## src/hdl/pli_pkg.sv

```systemverilog
// Shared types and codes for the positional list with insert and delete.
package pli_pkg;

  localparam int DATA_W = 32;
  localparam int POS_W  = 6;
  localparam int IDX_W  = 6;

  typedef enum logic [1:0] {
    FUNC_INSERT = 2'd0,
    FUNC_DELETE = 2'd1,
    FUNC_LIST   = 2'd2
  } func_t;

  localparam logic [1:0] STAT_OK        = 2'd0;
  localparam logic [1:0] STAT_WRONG_POS = 2'd1;
  localparam logic [1:0] STAT_FULL      = 2'd2;
  localparam logic [1:0] STAT_EMPTY     = 2'd3;

  typedef enum logic [1:0] {
    CELL_HOLD,
    CELL_INSERT,
    CELL_DELETE,
    CELL_ROTATE
  } cell_cmd_t;

  typedef struct packed {
    cell_cmd_t        cmd;
    logic [IDX_W-1:0] sel;
  } cell_ctrl_t;

  typedef enum logic {
    S_IDLE,
    S_LIST
  } state_t;

endpackage

```

## src/hdl/pli_cell.sv

```systemverilog
// One storage cell of the list chain, shifting to or from its neighbors.
module pli_cell #(
  parameter int IDX = 0
) (
  input  logic                         clk,
  input  pli_pkg::cell_ctrl_t          ctrl,
  input  logic [pli_pkg::DATA_W-1:0]   ins_value,
  input  logic [pli_pkg::DATA_W-1:0]   head_value,
  input  logic [pli_pkg::DATA_W-1:0]   left_value,
  input  logic [pli_pkg::DATA_W-1:0]   right_value,
  output logic [pli_pkg::DATA_W-1:0]   data_out
);

  localparam logic [pli_pkg::IDX_W-1:0] MY_IDX = pli_pkg::IDX_W'(IDX);

  logic [pli_pkg::DATA_W-1:0] data_r;
  logic [pli_pkg::DATA_W-1:0] data_nxt;

  always_comb begin
    data_nxt = data_r;
    case (ctrl.cmd)
      pli_pkg::CELL_INSERT: begin
        if (MY_IDX == ctrl.sel) begin
          data_nxt = ins_value;
        end else if (MY_IDX > ctrl.sel) begin
          data_nxt = left_value;
        end
      end
      pli_pkg::CELL_DELETE: begin
        if (MY_IDX >= ctrl.sel) begin
          data_nxt = right_value;
        end
      end
      pli_pkg::CELL_ROTATE: begin
        if (MY_IDX == ctrl.sel) begin
          data_nxt = head_value;
        end else if (MY_IDX < ctrl.sel) begin
          data_nxt = right_value;
        end
      end
      default: begin
        data_nxt = data_r;
      end
    endcase
  end

  always_ff @(posedge clk) begin
    data_r <= data_nxt;
  end

  assign data_out = data_r;

endmodule

```

## src/hdl/positional_list_insert_delete.sv

```systemverilog
// Top level of the positional list: control, result register and the cell chain.
// Insert, delete and undefined operations each give one result word, which is registered.
// A list operation emits one entry per cycle from the head cell while the chain rotates,
// when the output is not stalled; no new word is taken until the last entry is registered.
// Throughput is one item per cycle for insert and delete when the output is not stalled.
// Synchronous active-low reset empties the list; cell contents stay undefined until written.
module positional_list_insert_delete #(
  parameter int DEPTH = 32
) (
  input  logic        clk,
  input  logic        rst_n,
  input  logic        in_tvalid,
  output logic        in_tready,
  input  logic [39:0] in_tdata,   // position [5:0], value [37:6], zero fill [39:38]
  input  logic [1:0]  in_tuser,   // func [1:0]
  output logic        out_tvalid,
  input  logic        out_tready,
  output logic [47:0] out_tdata,  // entry_value [31:0], entry_index [37:32],
                                  // entry_count [43:38], zero fill [47:44]
  output logic [1:0]  out_tuser,  // status [1:0]
  output logic        out_tlast
);

  localparam int CW   = $clog2(DEPTH + 1);
  localparam int CMPW = ((CW > pli_pkg::POS_W) ? CW : pli_pkg::POS_W) + 1;
  localparam int DW   = pli_pkg::DATA_W;

  logic [DW-1:0] cell_q [DEPTH];
  pli_pkg::cell_ctrl_t cell_ctrl;

  pli_pkg::state_t state_r, state_nxt;
  logic [CW-1:0]   cnt_r, cnt_nxt;
  logic [CW-1:0]   k_r, k_nxt;
  logic            out_valid_r, out_valid_nxt;
  logic [1:0]      out_status_r, out_status_nxt;
  logic [DW-1:0]   out_value_r, out_value_nxt;
  logic [5:0]      out_index_r, out_index_nxt;
  logic [5:0]      out_count_r, out_count_nxt;
  logic            out_last_r, out_last_nxt;

  logic                      slot_free;
  logic                      in_fire;
  pli_pkg::func_t            func;
  logic [pli_pkg::POS_W-1:0] pos;
  logic [DW-1:0]             ins_value;
  logic [CMPW-1:0]           pos_ext;
  logic [CMPW-1:0]           cnt_ext;
  logic [CW-1:0]             k_inc;

  assign func      = pli_pkg::func_t'(in_tuser);
  assign pos       = in_tdata[5:0];
  assign ins_value = in_tdata[37:6];
  assign pos_ext   = CMPW'(pos);
  assign cnt_ext   = CMPW'(cnt_r);
  assign k_inc     = k_r + 1'b1;
  assign slot_free = !out_valid_r || out_tready;
  assign in_tready = (state_r == pli_pkg::S_IDLE) && slot_free;
  assign in_fire   = in_tvalid && in_tready;

  always_comb begin
    state_nxt      = state_r;
    cnt_nxt        = cnt_r;
    k_nxt          = k_r;
    out_valid_nxt  = out_valid_r && !out_tready;
    out_status_nxt = out_status_r;
    out_value_nxt  = out_value_r;
    out_index_nxt  = out_index_r;
    out_count_nxt  = out_count_r;
    out_last_nxt   = out_last_r;
    cell_ctrl.cmd  = pli_pkg::CELL_HOLD;
    cell_ctrl.sel  = '0;
    case (state_r)
      pli_pkg::S_IDLE: begin
        if (in_fire) begin
          out_valid_nxt  = 1'b1;
          out_status_nxt = pli_pkg::STAT_OK;
          out_value_nxt  = '0;
          out_index_nxt  = '0;
          out_count_nxt  = 6'(cnt_r);
          out_last_nxt   = 1'b1;
          case (func)
            pli_pkg::FUNC_INSERT: begin
              if (cnt_ext >= CMPW'(DEPTH)) begin
                out_status_nxt = pli_pkg::STAT_FULL;
              end else if (pos_ext == '0 || pos_ext > cnt_ext + 1'b1) begin
                out_status_nxt = pli_pkg::STAT_WRONG_POS;
              end else begin
                cell_ctrl.cmd = pli_pkg::CELL_INSERT;
                cell_ctrl.sel = pli_pkg::IDX_W'(pos - 1'b1);
                cnt_nxt       = cnt_r + 1'b1;
                out_count_nxt = 6'(cnt_r + 1'b1);
              end
            end
            pli_pkg::FUNC_DELETE: begin
              if (cnt_r == '0) begin
                out_status_nxt = pli_pkg::STAT_EMPTY;
              end else if (pos_ext == '0 || pos_ext > cnt_ext) begin
                out_status_nxt = pli_pkg::STAT_WRONG_POS;
              end else begin
                cell_ctrl.cmd = pli_pkg::CELL_DELETE;
                cell_ctrl.sel = pli_pkg::IDX_W'(pos - 1'b1);
                cnt_nxt       = cnt_r - 1'b1;
                out_count_nxt = 6'(cnt_r - 1'b1);
              end
            end
            pli_pkg::FUNC_LIST: begin
              if (cnt_r == '0) begin
                out_status_nxt = pli_pkg::STAT_EMPTY;
              end else begin
                out_valid_nxt = 1'b0;
                k_nxt         = '0;
                state_nxt     = pli_pkg::S_LIST;
              end
            end
            default: begin
              out_status_nxt = pli_pkg::STAT_OK;
            end
          endcase
        end
      end
      pli_pkg::S_LIST: begin
        if (slot_free) begin
          out_valid_nxt  = 1'b1;
          out_status_nxt = pli_pkg::STAT_OK;
          out_value_nxt  = cell_q[0];
          out_index_nxt  = 6'(k_inc);
          out_count_nxt  = 6'(cnt_r);
          out_last_nxt   = (k_inc == cnt_r);
          cell_ctrl.cmd  = pli_pkg::CELL_ROTATE;
          cell_ctrl.sel  = pli_pkg::IDX_W'(cnt_r - 1'b1);
          k_nxt          = k_inc;
          if (k_inc == cnt_r) begin
            state_nxt = pli_pkg::S_IDLE;
          end
        end
      end
      default: begin
        state_nxt = pli_pkg::S_IDLE;
      end
    endcase
  end

  always_ff @(posedge clk) begin
    if (!rst_n) begin
      state_r     <= pli_pkg::S_IDLE;
      cnt_r       <= '0;
      k_r         <= '0;
      out_valid_r <= 1'b0;
    end else begin
      state_r     <= state_nxt;
      cnt_r       <= cnt_nxt;
      k_r         <= k_nxt;
      out_valid_r <= out_valid_nxt;
    end
  end

  always_ff @(posedge clk) begin
    out_status_r <= out_status_nxt;
    out_value_r  <= out_value_nxt;
    out_index_r  <= out_index_nxt;
    out_count_r  <= out_count_nxt;
    out_last_r   <= out_last_nxt;
  end

  for (genvar i = 0; i < DEPTH; i++) begin : g_cell
    logic [DW-1:0] left_value;
    logic [DW-1:0] right_value;
    if (i == 0) begin : g_first
      assign left_value = '0;
    end else begin : g_inner_left
      assign left_value = cell_q[i-1];
    end
    if (i == DEPTH - 1) begin : g_final
      assign right_value = '0;
    end else begin : g_inner_right
      assign right_value = cell_q[i+1];
    end
    pli_cell #(
      .IDX(i)
    ) u_cell (
      .clk        (clk),
      .ctrl       (cell_ctrl),
      .ins_value  (ins_value),
      .head_value (cell_q[0]),
      .left_value (left_value),
      .right_value(right_value),
      .data_out   (cell_q[i])
    );
  end

  assign out_tvalid = out_valid_r;
  assign out_tuser  = out_status_r;
  assign out_tlast  = out_last_r;
  assign out_tdata  = {4'b0000, out_count_r, out_index_r, out_value_r};

endmodule

```

## config.mk

```make
export PLATFORM = sky130hd
export DESIGN_NAME = positional_list_insert_delete
export DESIGN_NICKNAME = d
export VERILOG_FILES = /design/src/hdl/pli_pkg.sv /design/src/hdl/pli_cell.sv /design/src/hdl/positional_list_insert_delete.sv
export SDC_FILE = /design/constraint.sdc
export NUM_CORES = 2
export LEC_CHECK = 0
export BUFFER_PORTS_ARGS = -buffer_cell sky130_fd_sc_hd__buf_4
export CAP_MARGIN = 20
export CORE_UTILIZATION = 55
export DETAILED_ROUTE_END_ITERATION = 10
export PLACE_DENSITY = 0.74
export REMOVE_ABC_BUFFERS = 1
export SYNTH_ARGS = -nofsm -noshare
export SYNTH_HDL_FRONTEND = slang
export SYNTH_HIERARCHICAL = 1
export SYNTH_SLANG_ARGS = --single-unit
```

## constraint.sdc

```tcl
create_clock -name clk -period 11 [get_ports clk]
set_input_delay 0.55 -clock clk [delete_from_list [all_inputs] [get_ports clk]]
set_output_delay 0.55 -clock clk [all_outputs]
set_load 0.01 [all_outputs]
```

# [Word level (Yosys, flattened, before mapping)]
# Index checks and enable logic that the tools add are counted.
[word_totals] reg_bits=1085 inputBits=46
[classes] n_bitwise=1 order_cmp=99 mux=241 eq_ne=138 n_reduce_logical=48 add_sub_neg=5
[ops] operator="32-bit 2-to-1 mux" count=162
[ops] operator="32-bit case mux with 3 select lines" count=32
[ops] operator="3-bit by 1-bit inequality test with 1-bit output, second input constant" count=63
[ops] operator="4-bit AND reduction" count=32
[ops] operator="5-bit by 6-bit equality test with 1-bit output, first input constant" count=16
[ops] operator="5-bit by 6-bit greater-or-equal comparator with 1-bit output, first input constant" count=16
[ops] operator="5-bit by 6-bit greater-than comparator with 1-bit output, first input constant" count=16
[ops] operator="5-bit by 6-bit less-than comparator with 1-bit output, first input constant" count=16
[ops] operator="2-bit by 1-bit inequality test with 1-bit output, second input constant" count=35
[ops] operator="6-bit 2-to-1 mux" count=11
[ops] operator="32-bit case mux with 2 select lines" count=1
[ops] operator="4-bit by 6-bit equality test with 1-bit output, first input constant" count=8
[ops] operator="4-bit by 6-bit greater-or-equal comparator with 1-bit output, first input constant" count=8
[ops] operator="4-bit by 6-bit greater-than comparator with 1-bit output, first input constant" count=8
[ops] operator="4-bit by 6-bit less-than comparator with 1-bit output, first input constant" count=8
[ops] operator="6-bit case mux with 2 select lines" count=4
[ops] operator="8-bit 2-to-1 mux" count=4
[ops] operator="8-bit case mux with 2 select lines" count=2
[ops] operator="3-bit by 6-bit equality test with 1-bit output, first input constant" count=4
[ops] operator="3-bit by 6-bit greater-or-equal comparator with 1-bit output, first input constant" count=4
[ops] operator="3-bit by 6-bit greater-than comparator with 1-bit output, first input constant" count=4
[ops] operator="3-bit by 6-bit less-than comparator with 1-bit output, first input constant" count=4
[ops] operator="7-bit 2-to-1 mux" count=2
[ops] operator="1-bit 2-to-1 mux" count=13
[ops] operator="other kinds (32)" count=59

# [Depth between registers and ports, before layout]
[depth] ltp_word=12 depth_mapped=19 mapped_depth_nobuf=15

# [Modules after synthesis]
# The synthesis kept the hierarchy.
[by_module_without_submodules] module="pli_cell at g_cell[23].u_cell ..." cells_each=114 instances=2 area_each_um2=2172.1
[by_module_without_submodules] module="positional_list_insert_delete" cells_each=334 instances=1 area_each_um2=3508.4
[by_module_without_submodules] module="pli_cell at g_cell[17].u_cell" cells_each=116 instances=1 area_each_um2=2317.2
[by_module_without_submodules] module="pli_cell at g_cell[9].u_cell" cells_each=242 instances=1 area_each_um2=2314.7
[by_module_without_submodules] module="pli_cell at g_cell[28].u_cell" cells_each=115 instances=1 area_each_um2=2311.0
[by_module_without_submodules] module="pli_cell at g_cell[5].u_cell" cells_each=115 instances=1 area_each_um2=2309.7
[by_module_without_submodules] module="pli_cell at g_cell[29].u_cell" cells_each=116 instances=1 area_each_um2=2302.2
[by_module_without_submodules] module="pli_cell at g_cell[12].u_cell" cells_each=243 instances=1 area_each_um2=2298.5
[by_module_without_submodules] module="pli_cell at g_cell[31].u_cell" cells_each=114 instances=1 area_each_um2=2296.0
[by_module_without_submodules] module="pli_cell at g_cell[3].u_cell" cells_each=114 instances=1 area_each_um2=2254.7
[by_module_without_submodules] module="pli_cell at g_cell[0].u_cell" cells_each=110 instances=1 area_each_um2=2225.9
[by_module_without_submodules] module="pli_cell at g_cell[21].u_cell" cells_each=118 instances=1 area_each_um2=2220.9
[by_module_without_submodules] module="pli_cell at g_cell[20].u_cell" cells_each=120 instances=1 area_each_um2=2215.9
[by_module_without_submodules] module="pli_cell at g_cell[26].u_cell" cells_each=119 instances=1 area_each_um2=2205.9
[by_module_without_submodules] module="18 more rows"

# [Worst setup path after synthesis]
# No wires, ideal clock.
[synth_path] kind="flip-flop to flip-flop" startpoint="register cnt_r[0]" endpoint="register g_cell[30].u_cell.data_r (netlist bit g_cell[30].u_cell/data_out[0]), enable pin" setup_ns=0.474 arrival_time_ns=9.596 t_required_ns=10.526 synth_period_minus_slack_ns=10.070 path_slack_ns=0.930 path_stages_with_launch=14 path_cell_list="dfxtp_1 -> ha_1 -> nand3_1 -> xnor2_1 -> ha_1 -> a21o_1 -> a21oi_2 -> a21o_1 -> nand3_2 -> o41ai_1 -> buf_2 -> buf_1 -> nand2_1 -> a221oi_1"
[synth_rtl] element="from (decl)" line_no="positional_list_insert_delete.sv:32" text="logic [CW-1:0] cnt_r, cnt_nxt;"
[synth_rtl] element="from (signal assigned)" line_no="positional_list_insert_delete.sv:151" text="cnt_r <= cnt_nxt;"
[synth_rtl] element="to (signal assigned)" line_no="pli_cell.sv:48" text="data_r <= data_nxt;"
[synth_rtl] element="to (decl)" line_no="pli_cell.sv:16" text="logic [pli_pkg::DATA_W-1:0] data_r;"

==> results.py <==
metrics = {
    "route": {
        "drtIter0Drc": 5172,
        "drc": 0,
        "route.vias.total": 46600,
        "ant_nets": 0,
        "via_per_inst": 6.99,
        "dr.pass1.iters": 6,
        "wl_per_cell_um": 25.8,
        "drt-total-wl_mm": 172,
    },
    "global_routing": {
        "grt_remaining_overflow": 0,
        "antenna_found_initial": 1,
        "grt_max_degree": 163,
        "grt_pass1_vias": 46700,
        "grt_pass1_wl_mm": 274,
        "grt_use_total": 0.251,
    },
    "synthesis": {
        "synthArstFlopShare": 0,
        "seq_area_frac_synth": 0.442,
        "avgSynthCellArea_sq_um": 15.2,
        "ys.flop_type": "edfxtp_1",
        "yosysTopAreaCellShare": 0.438,
        "ys_seq_elements": 1085,
        "yosys-top-cells-count": "edfxtp_1 (1071), mux4_2 (652), mux2_2 (618)",
        "syn_inst": 4835,
        "synth_area_leaders": "edfxtp_1 (44%), mux4_2 (20%), mux2_2 (9.5%)",
        "synth_top_area_cell": "edfxtp_1",
        "synth_warnings": 6,
        "synth_edf_count": 1071,
        "synth.distinct_cells": 112,
        "syn_area_sq_mm": 0.0734,
        "yosysMostFrequentCell": "edfxtp_1",
    },
    "worst_setup_path": {
        "required_ns": 11.33,
        "crit_type": "flip-flop to flip-flop",
        "crit_fanout": 39,
        "arrival_ns": 7.09,
        "cp-start-kind": "flip-flop",
        "end_kind": "flip-flop",
    },
    "power_and_ir_drop": {
        "clockPowerShare": 0.394,
        "vdd_drop_max_v": 0.000122,
        "power.density_mw_per_mm2": 130,
        "p_int_mw": 7.77,
        "switching_share": 0.248,
        "p_leak_nw": 26.5,
        "total_power_mw": 10.3,
        "comb_power_share": 0.127,
        "netSwitchingPower_mw": 2.57,
        "power_frac_seq": 0.479,
    },
    "clocking": {
        "clk_pin_slew_worst_paths_ns": 0.06,
        "cts_buffer_depth": 3,
        "cts_root_buffer": "clkbuf_16",
        "cts_tree": "done",
        "clock_sinks": 1085,
        "post_cts_buffers": 0,
        "clk_latency_ns": 0.77,
        "ctsHtreeMaxLevel": 3,
        "cts_repair_resize_count": 0,
        "cts-buffers-inserted": 119,
        "cts_hold_repair.buffers": 0,
    },
    "worst_hold_path": {
        "hold_path.class": "input port to flip-flop",
    },
    "cells_and_area": {
        "fin_nets": 4862,
        "fill_cells": 9722,
        "drive_above_1_share": 0.396,
        "synthToLayoutAreaGrowth_pct": 8.18,
    },
    "sta": {
        "hold_viol": 0,
        "clock_skew_ns": 0.0565,
        "clock.fmax_ghz": 0.148,
        "tns_ns": 0,
        "fin_crit_ns": 6.77,
        "maxSlewHeadroom": 0.250,
        "fin_crit_sh": 0.615,
        "tightest_slew_ns": 1.12,
        "finalSetupViolCount": 0,
        "setup_slack_ns": 4.23,
        "finalMaxSlewViolations": 0,
        "rsz0062_at_grt": "false",
    },
    "die": {
        "die_width_um": 367,
        "initial_core_util": 0.556,
        "dieArea_sq_mm": 0.135,
        "coreArea_sq_mm": 0.132,
        "die_h_um": 367,
        "num_rows": 133,
        "io_pins": 99,
    },
    "flow_run": {
        "max-cap-violations": 0,
    },
    "placed_design": {
        "dp_hpwl_mm": 112,
        "place.gp.congestion": 0.794,
        "dp_slack_ns": 4.21,
        "portBuffers": 92,
    },
    "run_status": {
        "outcome": "completed",
    },
}
-- final cells by class --
cell class | count | area (sq um) | share of cell area
antenna | 1 | 2.50 | 0.0000315
timing repair buffer | 218 | 2210 | 0.0279
clock inverter | 84 | 807 | 0.0102
inverter | 25 | 93.8 | 0.00118
sequential | 1085 | 32400 | 0.408
tap | 1755 | 2200 | 0.0276
clock buffer | 142 | 3110 | 0.0391
multi-input combinational | 3349 | 38600 | 0.486
-- final timing paths --
path,startpoint,end,slack [ns],depth (start not counted)
hold / removal,in_tvalid,out_tvalid,0.14,3
hold reg to reg,k_r[1],k_r[1],0.50,2
setup reg to reg,cnt_r[0],g_cell[13].u_cell/data_out[14],4.23,16
setup / recovery,cnt_r[0],g_cell[13].u_cell/data_out[14],4.23,16
-- flip-flops by register name, summed over array words and instances (netlist names) --
name,count
out_tvalid,1
cnt_r,6
out_index_r,6
out_value_r,32
k_r,6
out_tlast,1
state_r,1
out_count_r,6
out_tuser,2
g_cell.u_cell/data_out,1024
-- critical path, cell delays in order (launching register included) --
cell	delay, ns
dfxtp_1	0.65
ha_1	0.35
nand3_1	0.17
xnor2_1	0.28
ha_1	0.28
a21o_1	0.19
a21oi_2	0.15
a21o_1	0.18
nand3_2	0.14
mux2i_1	0.18
nand2_1	0.40
o22ai_4	0.30
buf_4	0.45
buf_4	0.51
and4bb_1	0.29
nand3b_2	0.64
a21oi_4	1.14
-- layout by cell type, fill, tap and decap left out, types with 28 or more instances in the layout --
master,Yosys,routed
edfxtp_1,1071,1071
mux4_2,652,652
mux2_2,618,618
nand2_1,371,370
mux2i_1,204,204
buf_4,37,185
a32oi_1,182,182
a21oi_1,127,125
clkbuf_16,0,121
mux2_4,111,111
o21ai_1,107,107
conb_1,1,100
o21ai_0,95,94
nand3_1,83,83
mux4_1,83,83
a41oi_1,66,66
nor2_1,54,51
nor3_1,44,41
a31oi_1,39,38
and2_1,37,37
clkinv_1,0,37
a22oi_1,29,28
-- routing by layer --
layer  global-route usage  routed length [um]  vias up
met5                    0                   0        -
met4               0.0579                2580        0
met3               0.0250               11600      203
li1                     -                   -    20200
met2                0.399               83200     2051
met1                0.377               74400    24100
-- metrics by stage --
step           utilization  hold slack (ns)  instances  instance area, sq um
3_3_place_gp         0.567            0.482       6408                 74900
3_5_place_dp         0.567            0.493       6408                 74900
5_1_grt              0.602            0.154       6659                 79400
2_1_floorplan            -            0.470       4459                 70600
4_1_cts              0.597           0.0994       6634                 78800
6_report             0.602            0.139       6659                 79400
-- cells by family (layout without fill, tap and decap cells) --
group                    after synthesis  in the layout  share of synthesized area
XOR/XNOR                              25             25                    0.00298
multiplexers                        1674           1674                      0.376
buffers and inverters                500            469                     0.0452
AO/OA/AOI/OAI                        783            783                     0.0748
AND/OR/NAND/NOR                      746            746                     0.0557
flip-flops                          1085           1085                      0.442
adder cells (fa/ha/maj)               21             21                    0.00348
other                                  1            101                  0.0000511
-- power groups by stage --
stage | Combinational (mW) | Clock, mW | Sequential (mW)
after floorplan | 2.71 | 0 | 5.06
after global placement | 1.19 | 0 | 5.04
after detailed placement | 1.24 | 0 | 5.06
after CTS | 1.25 | 4.14 | 4.98
after global routing | 1.40 | 4.29 | 4.97
final | 1.31 | 4.08 | 4.95
(Power assumes the default switching activity.)
